`config.mk`:
```
export PLATFORM = sky130hd
export DESIGN_NAME = bmf_result_fifo
export DESIGN_NICKNAME = d
export VERILOG_FILES = /design/src/rtl/core/bmf_pkg.sv /design/src/rtl/core/bmf_result_fifo.sv
export SDC_FILE = /design/constraint.sdc
export NUM_CORES = 1
export LEC_CHECK = 0
export ABC_AREA = 1
export BUFFER_PORTS_ARGS = -buffer_cell sky130_fd_sc_hd__buf_2
export CORE_MARGIN = 8
export CORE_UTILIZATION = 40
export DETAILED_ROUTE_END_ITERATION = 8
export HOLD_SLACK_MARGIN = 0.02
export PLACE_DENSITY_LB_ADDON = 0.12
export SYNTH_ARGS = -nofsm -noshare
export SYNTH_HDL_FRONTEND = slang
export SYNTH_SLANG_ARGS = --single-unit
```
`constraint.sdc`:
```
create_clock -name aclk -period 4 [get_ports aclk]
set_input_delay 0.2 -clock aclk [delete_from_list [all_inputs] [get_ports aclk]]
set_output_delay 0.2 -clock aclk [all_outputs]
set_load 0.1 [all_outputs]
```
`src/rtl/core/bmf_pkg.sv`:
```
// ----------------------------------------------------------------------------
// bmf_pkg
// shared types and constants of the 7x7 rgb box mean filter
// ----------------------------------------------------------------------------
package bmf_pkg;

    // geometry
    localparam int MAX_WIDTH   = 2048;
    localparam int WIN         = 7;
    localparam int HALF        = WIN / 2;
    localparam int LINES       = WIN - 1;
    localparam int FIRST_CTR   = WIN - 2;
    localparam int EMIT_START  = FIRST_CTR + HALF;
    localparam int ADDR_W      = $clog2(MAX_WIDTH);

    // field widths
    localparam int CHAN_W      = 8;
    localparam int CHANNELS    = 3;
    localparam int PIX_W       = CHAN_W * CHANNELS;
    localparam int POS_W       = 11;
    localparam int SIZE_W      = 12;
    localparam int CFG_INDEX_W = 4;

    // sums: one column of WIN pixels, and the whole window
    localparam int COL_SUM_W   = $clog2(WIN * 255 + 1);
    localparam int WIN_SUM_W   = $clog2(WIN * WIN * 255 + 1);

    // floor(v / 49) as (v * RECIP) >> RECIP_SHIFT, exact for v below WIN*WIN*256
    localparam int RECIP_SHIFT = 26;
    localparam int RECIP       = ((1 << RECIP_SHIFT) + WIN * WIN - 1) / (WIN * WIN);
    localparam int RECIP_W     = $clog2(RECIP + 1);
    localparam int PROD_W      = WIN_SUM_W + RECIP_W;

    // result queue
    localparam int FIFO_DEPTH  = 8;
    localparam int FIFO_AW     = $clog2(FIFO_DEPTH);
    localparam int FIFO_CNT_W  = $clog2(FIFO_DEPTH + 1);

    // register indexes
    localparam logic [CFG_INDEX_W-1:0] REG_FRAME_WIDTH  = 4'd0;
    localparam logic [CFG_INDEX_W-1:0] REG_FRAME_HEIGHT = 4'd1;

    localparam logic [SIZE_W-1:0] RESET_WIDTH  = 12'd640;
    localparam logic [SIZE_W-1:0] RESET_HEIGHT = 12'd480;

    typedef logic [CHAN_W-1:0]          chan_t;
    typedef logic [POS_W-1:0]           pos_t;
    typedef logic [SIZE_W-1:0]          size_t;
    typedef logic [CFG_INDEX_W-1:0]     cfg_index_t;
    typedef logic [ADDR_W-1:0]          addr_t;
    typedef logic [PIX_W-1:0]           pixel_t;
    typedef logic [LINES*PIX_W-1:0]     line_word_t;
    typedef logic [COL_SUM_W-1:0]       col_sum_t;
    typedef logic [WIN_SUM_W-1:0]       win_sum_t;

    // bookkeeping that travels with a pixel down the pipe
    typedef struct packed {
        logic  emit;
        logic  done;
        pos_t  row;
        pos_t  col;
    } meta_t;

    // one result request
    typedef struct packed {
        chan_t blue;
        chan_t green;
        chan_t red;
        pos_t  row;
        pos_t  col;
        logic  done;
    } result_t;

endpackage

```
`src/rtl/core/bmf_result_fifo.sv`:
```
// ----------------------------------------------------------------------------
// bmf_result_fifo
// small result queue between the filter pipe and the output channel
// ----------------------------------------------------------------------------
module bmf_result_fifo (
    input  logic              aclk,
    input  logic              aresetn,
    input  logic              push,
    input  bmf_pkg::result_t  push_data,
    input  logic              pop,
    output logic              out_valid,
    output bmf_pkg::result_t  out_data
);
    import bmf_pkg::*;

    result_t                 store [FIFO_DEPTH];
    logic [FIFO_AW-1:0]      wr_ptr_reg, wr_ptr_next;
    logic [FIFO_AW-1:0]      rd_ptr_reg, rd_ptr_next;
    logic [FIFO_CNT_W-1:0]   count_reg, count_next;

    // space is guaranteed by the upstream credit count
    always_comb begin
        wr_ptr_next = wr_ptr_reg;
        rd_ptr_next = rd_ptr_reg;
        count_next  = count_reg;
        if (push) begin
            wr_ptr_next = wr_ptr_reg + FIFO_AW'(1);
        end
        if (pop) begin
            rd_ptr_next = rd_ptr_reg + FIFO_AW'(1);
        end
        if (push && !pop) begin
            count_next = count_reg + FIFO_CNT_W'(1);
        end else if (!push && pop) begin
            count_next = count_reg - FIFO_CNT_W'(1);
        end
    end

    always_ff @(posedge aclk) begin
        if (!aresetn) begin
            wr_ptr_reg <= '0;
            rd_ptr_reg <= '0;
            count_reg  <= '0;
        end else begin
            wr_ptr_reg <= wr_ptr_next;
            rd_ptr_reg <= rd_ptr_next;
            count_reg  <= count_next;
        end
    end

    always_ff @(posedge aclk) begin
        if (push) begin
            store[wr_ptr_reg] <= push_data;
        end
    end

    assign out_valid = (count_reg != '0);
    assign out_data  = store[rd_ptr_reg];

endmodule

```
==> metrics <==
status=completed; DRC=0; Post-Syn Instances=1336; Worst-Margin Slew=0.971 ns; clock share of power=35.9%; H-tree depth=2; Flop pwr share=48.0%; CTS max path bufs=3; Starting DRT DRC Count=528; gp weighted congestion=0.736; Initial Util=40.4%; most common cell after layout, fill and taps aside=nor2_1; final setup fails=0; Critical Path End=out_data[46]; Congestion Overflow GR=0; total CTS buffers=43; Pwr Density=527 nW/µm²; wire per inst=18.4 µm; Cell Area, Synth=15600 µm²; Port-buffer cells=98; f_max=306 MHz; Sink Count=389; Psw=2.81 mW; Antenna Nets Post-Route=0; WP buf/inv=2; routed vias/inst=4.83; Skew-Pair Late Insertion Delay=0.55 ns; CP Class=flop to output port; Distinct cells, synth=21; minimum clock period=3.26 ns; Net Sw Frac=29.1%; Final Non-Filler Cells=2025; RR Startpoint=wr_ptr_reg[0]; DIE WIDTH=213 µm; Worst Setup End Kind=output port; Min-Delay Path Depth=2; nets=1536; Final period util=81.6%; WL final=37300 µm; CP max FO=82; # rows=72; Slew Limit Fails=0; Clock transition at path regs=0.05 ns; IO Pins=99; Layout area overhead=17.8%; RSZ-0062 raised after global routing=false; worst vdd ir=0.330 mV; total nets after synthesis=1393; Yosys reg bits=389; first-pass GRT wire length=58000 µm; fraction of layout cells with a size suffix above 1=12.2%; CP startpoint kind=flop; postcts setup bufs=0; placeable core area=38600 µm²; max FFs per register=376; Tot GR Track Use=16.6%; initial antenna violation count=1; cell family with most CP delay=flip-flops; CP Depth=8; total of max-cap violations=0; via count=9782; most numerous cell on the critical path=nand2_1; Comb power frac=16.1%; final non-filler cell area=18300 µm²; reg2reg path depth=3; Die ar.=45500 µm²; syn_area_per_cell=11.7 µm²; Worst Clk Skew=0.0139 ns; synth warn=0; LEAKAGE=6.75 nW; clock tree root driver cell=clkbuf_16; dpl cell area=16600 µm²; DPL Wire Length=18300 µm; Pre-Repair DR Iteration Count=5; P_int=6.86 mW; placed cells=1900; post-synth top area share=72.5%; CP Data Arrival Time=3.06 ns; flop-to-flop setup slack=1.87 ns; largest net degree at the start of global routing=113; area leader, netlist=edfxtp_1; CTS tree=built; CP max stage delay=0.97 ns; worst-path cell chain=buf_4, nor2_1, nor2_1, o21ai_0, nand2_1, nand2_1, nand2_1, buf_2; Power, Total=9.67 mW; Hold Crit Class=input port to flop; largest cells by area after synthesis=edfxtp_1, nor2_1, nand2_1; CP Data Required Time=3.80 ns; Final Hold Viols=0; sequential-to-total area share from yosys stat=74.2%; setup TNS=0 ns; most frequent cells in the layout=nor2_1, edfxtp_1, nand2_1; vias in the first global route=10.1k; hold_sp=push_data[26]; Slowest-stage cell, CP=dfxtp_4; headroom to the max-slew limit=35.2%; Vert. Die Dim=213 µm; reg2reg end=store[7][29]
per-stage QoR:
stage / hold slack, ns / utilization [%] / setup slack (ns)
floorplan: 0.299 / - / 0.916
global placement: 0.479 / 43.1 / 1.29
detailed placement: 0.482 / 43.1 / 1.26
CTS: 0.444 / 47.5 / 0.668
global route: 0.475 / 47.6 / 0.444
finish: 0.468 / 47.6 / 0.736
final cells by class:
class                   count  area (µm²)
fillers                  3577       20200
flip-flops and latches    389       11600
multi-input cells         860        3620
repair buffers            170        1240
clock buffers              53        1110
well taps                 518         648
clock inverters            19        95.1
inverters                  15        60.1
diodes                      1        2.50
Yosys cell counts:
cell type	instances
fa_1	1
clkbuf_1	20
o21ai_1	125
o21ai_0	69
inv_4	1
ha_1	5
xnor2_1	1
nand2_1	251
inv_1	13
clkbuf_2	5
buf_4	13
xor2_1	1
nand3_1	4
dfxtp_1	13
or2_2	2
buf_6	5
a21oi_1	6
edfxtp_1	376
buf_2	29
nor2_1	395
inv_2	1
cell families after synthesis:
| family | synth area share (%) |
|---|---|
| AOI/OAI and AO/OA | 6.43 |
| xor gates and xnor gates | 0.113 |
| adders and majority gates | 0.530 |
| buffers and inverters | 2.94 |
| DFF | 74.2 |
| and+or+nand+nor | 15.8 |
power by group through the flow:
stage / Sequential (mW) / Clock, mW / Combinational (mW)
2_1_floorplan: 4.68 / 0 / 1.23
3_3_place_gp: 4.72 / 0 / 1.53
3_5_place_dp: 4.73 / 0 / 1.53
4_1_cts: 4.64 / 3.56 / 1.58
5_1_grt: 4.65 / 3.71 / 1.69
6_report: 4.64 / 3.47 / 1.56
worst min path at each step:
| stage | end | slack (ns) |
|---|---|---|
| floorplan | store[0][0] | 0.30 |
| global placement | store[7][10] | 0.48 |
| detailed placement | store[2][36] | 0.48 |
| CTS | store[7][36] | 0.44 |
| global route | store[7][18] | 0.48 |
| finish | store[5][26] | 0.47 |
metal layers:
layer	vias up	track usage, %	share of wire [%]
li1	4845	-	-
met4	0	4.14	1.6
met5	-	0	0
met3	44	2.55	3.9
met2	170	28.4	48
met1	4723	21.9	46
what timing repair did:
item,4_1_cts,5_1_grt
hold endpoints to repair,387,0
gates resized for setup,0,0
hold buffers,52,0
No activity file was read; power rests on OpenSTA's default activity.
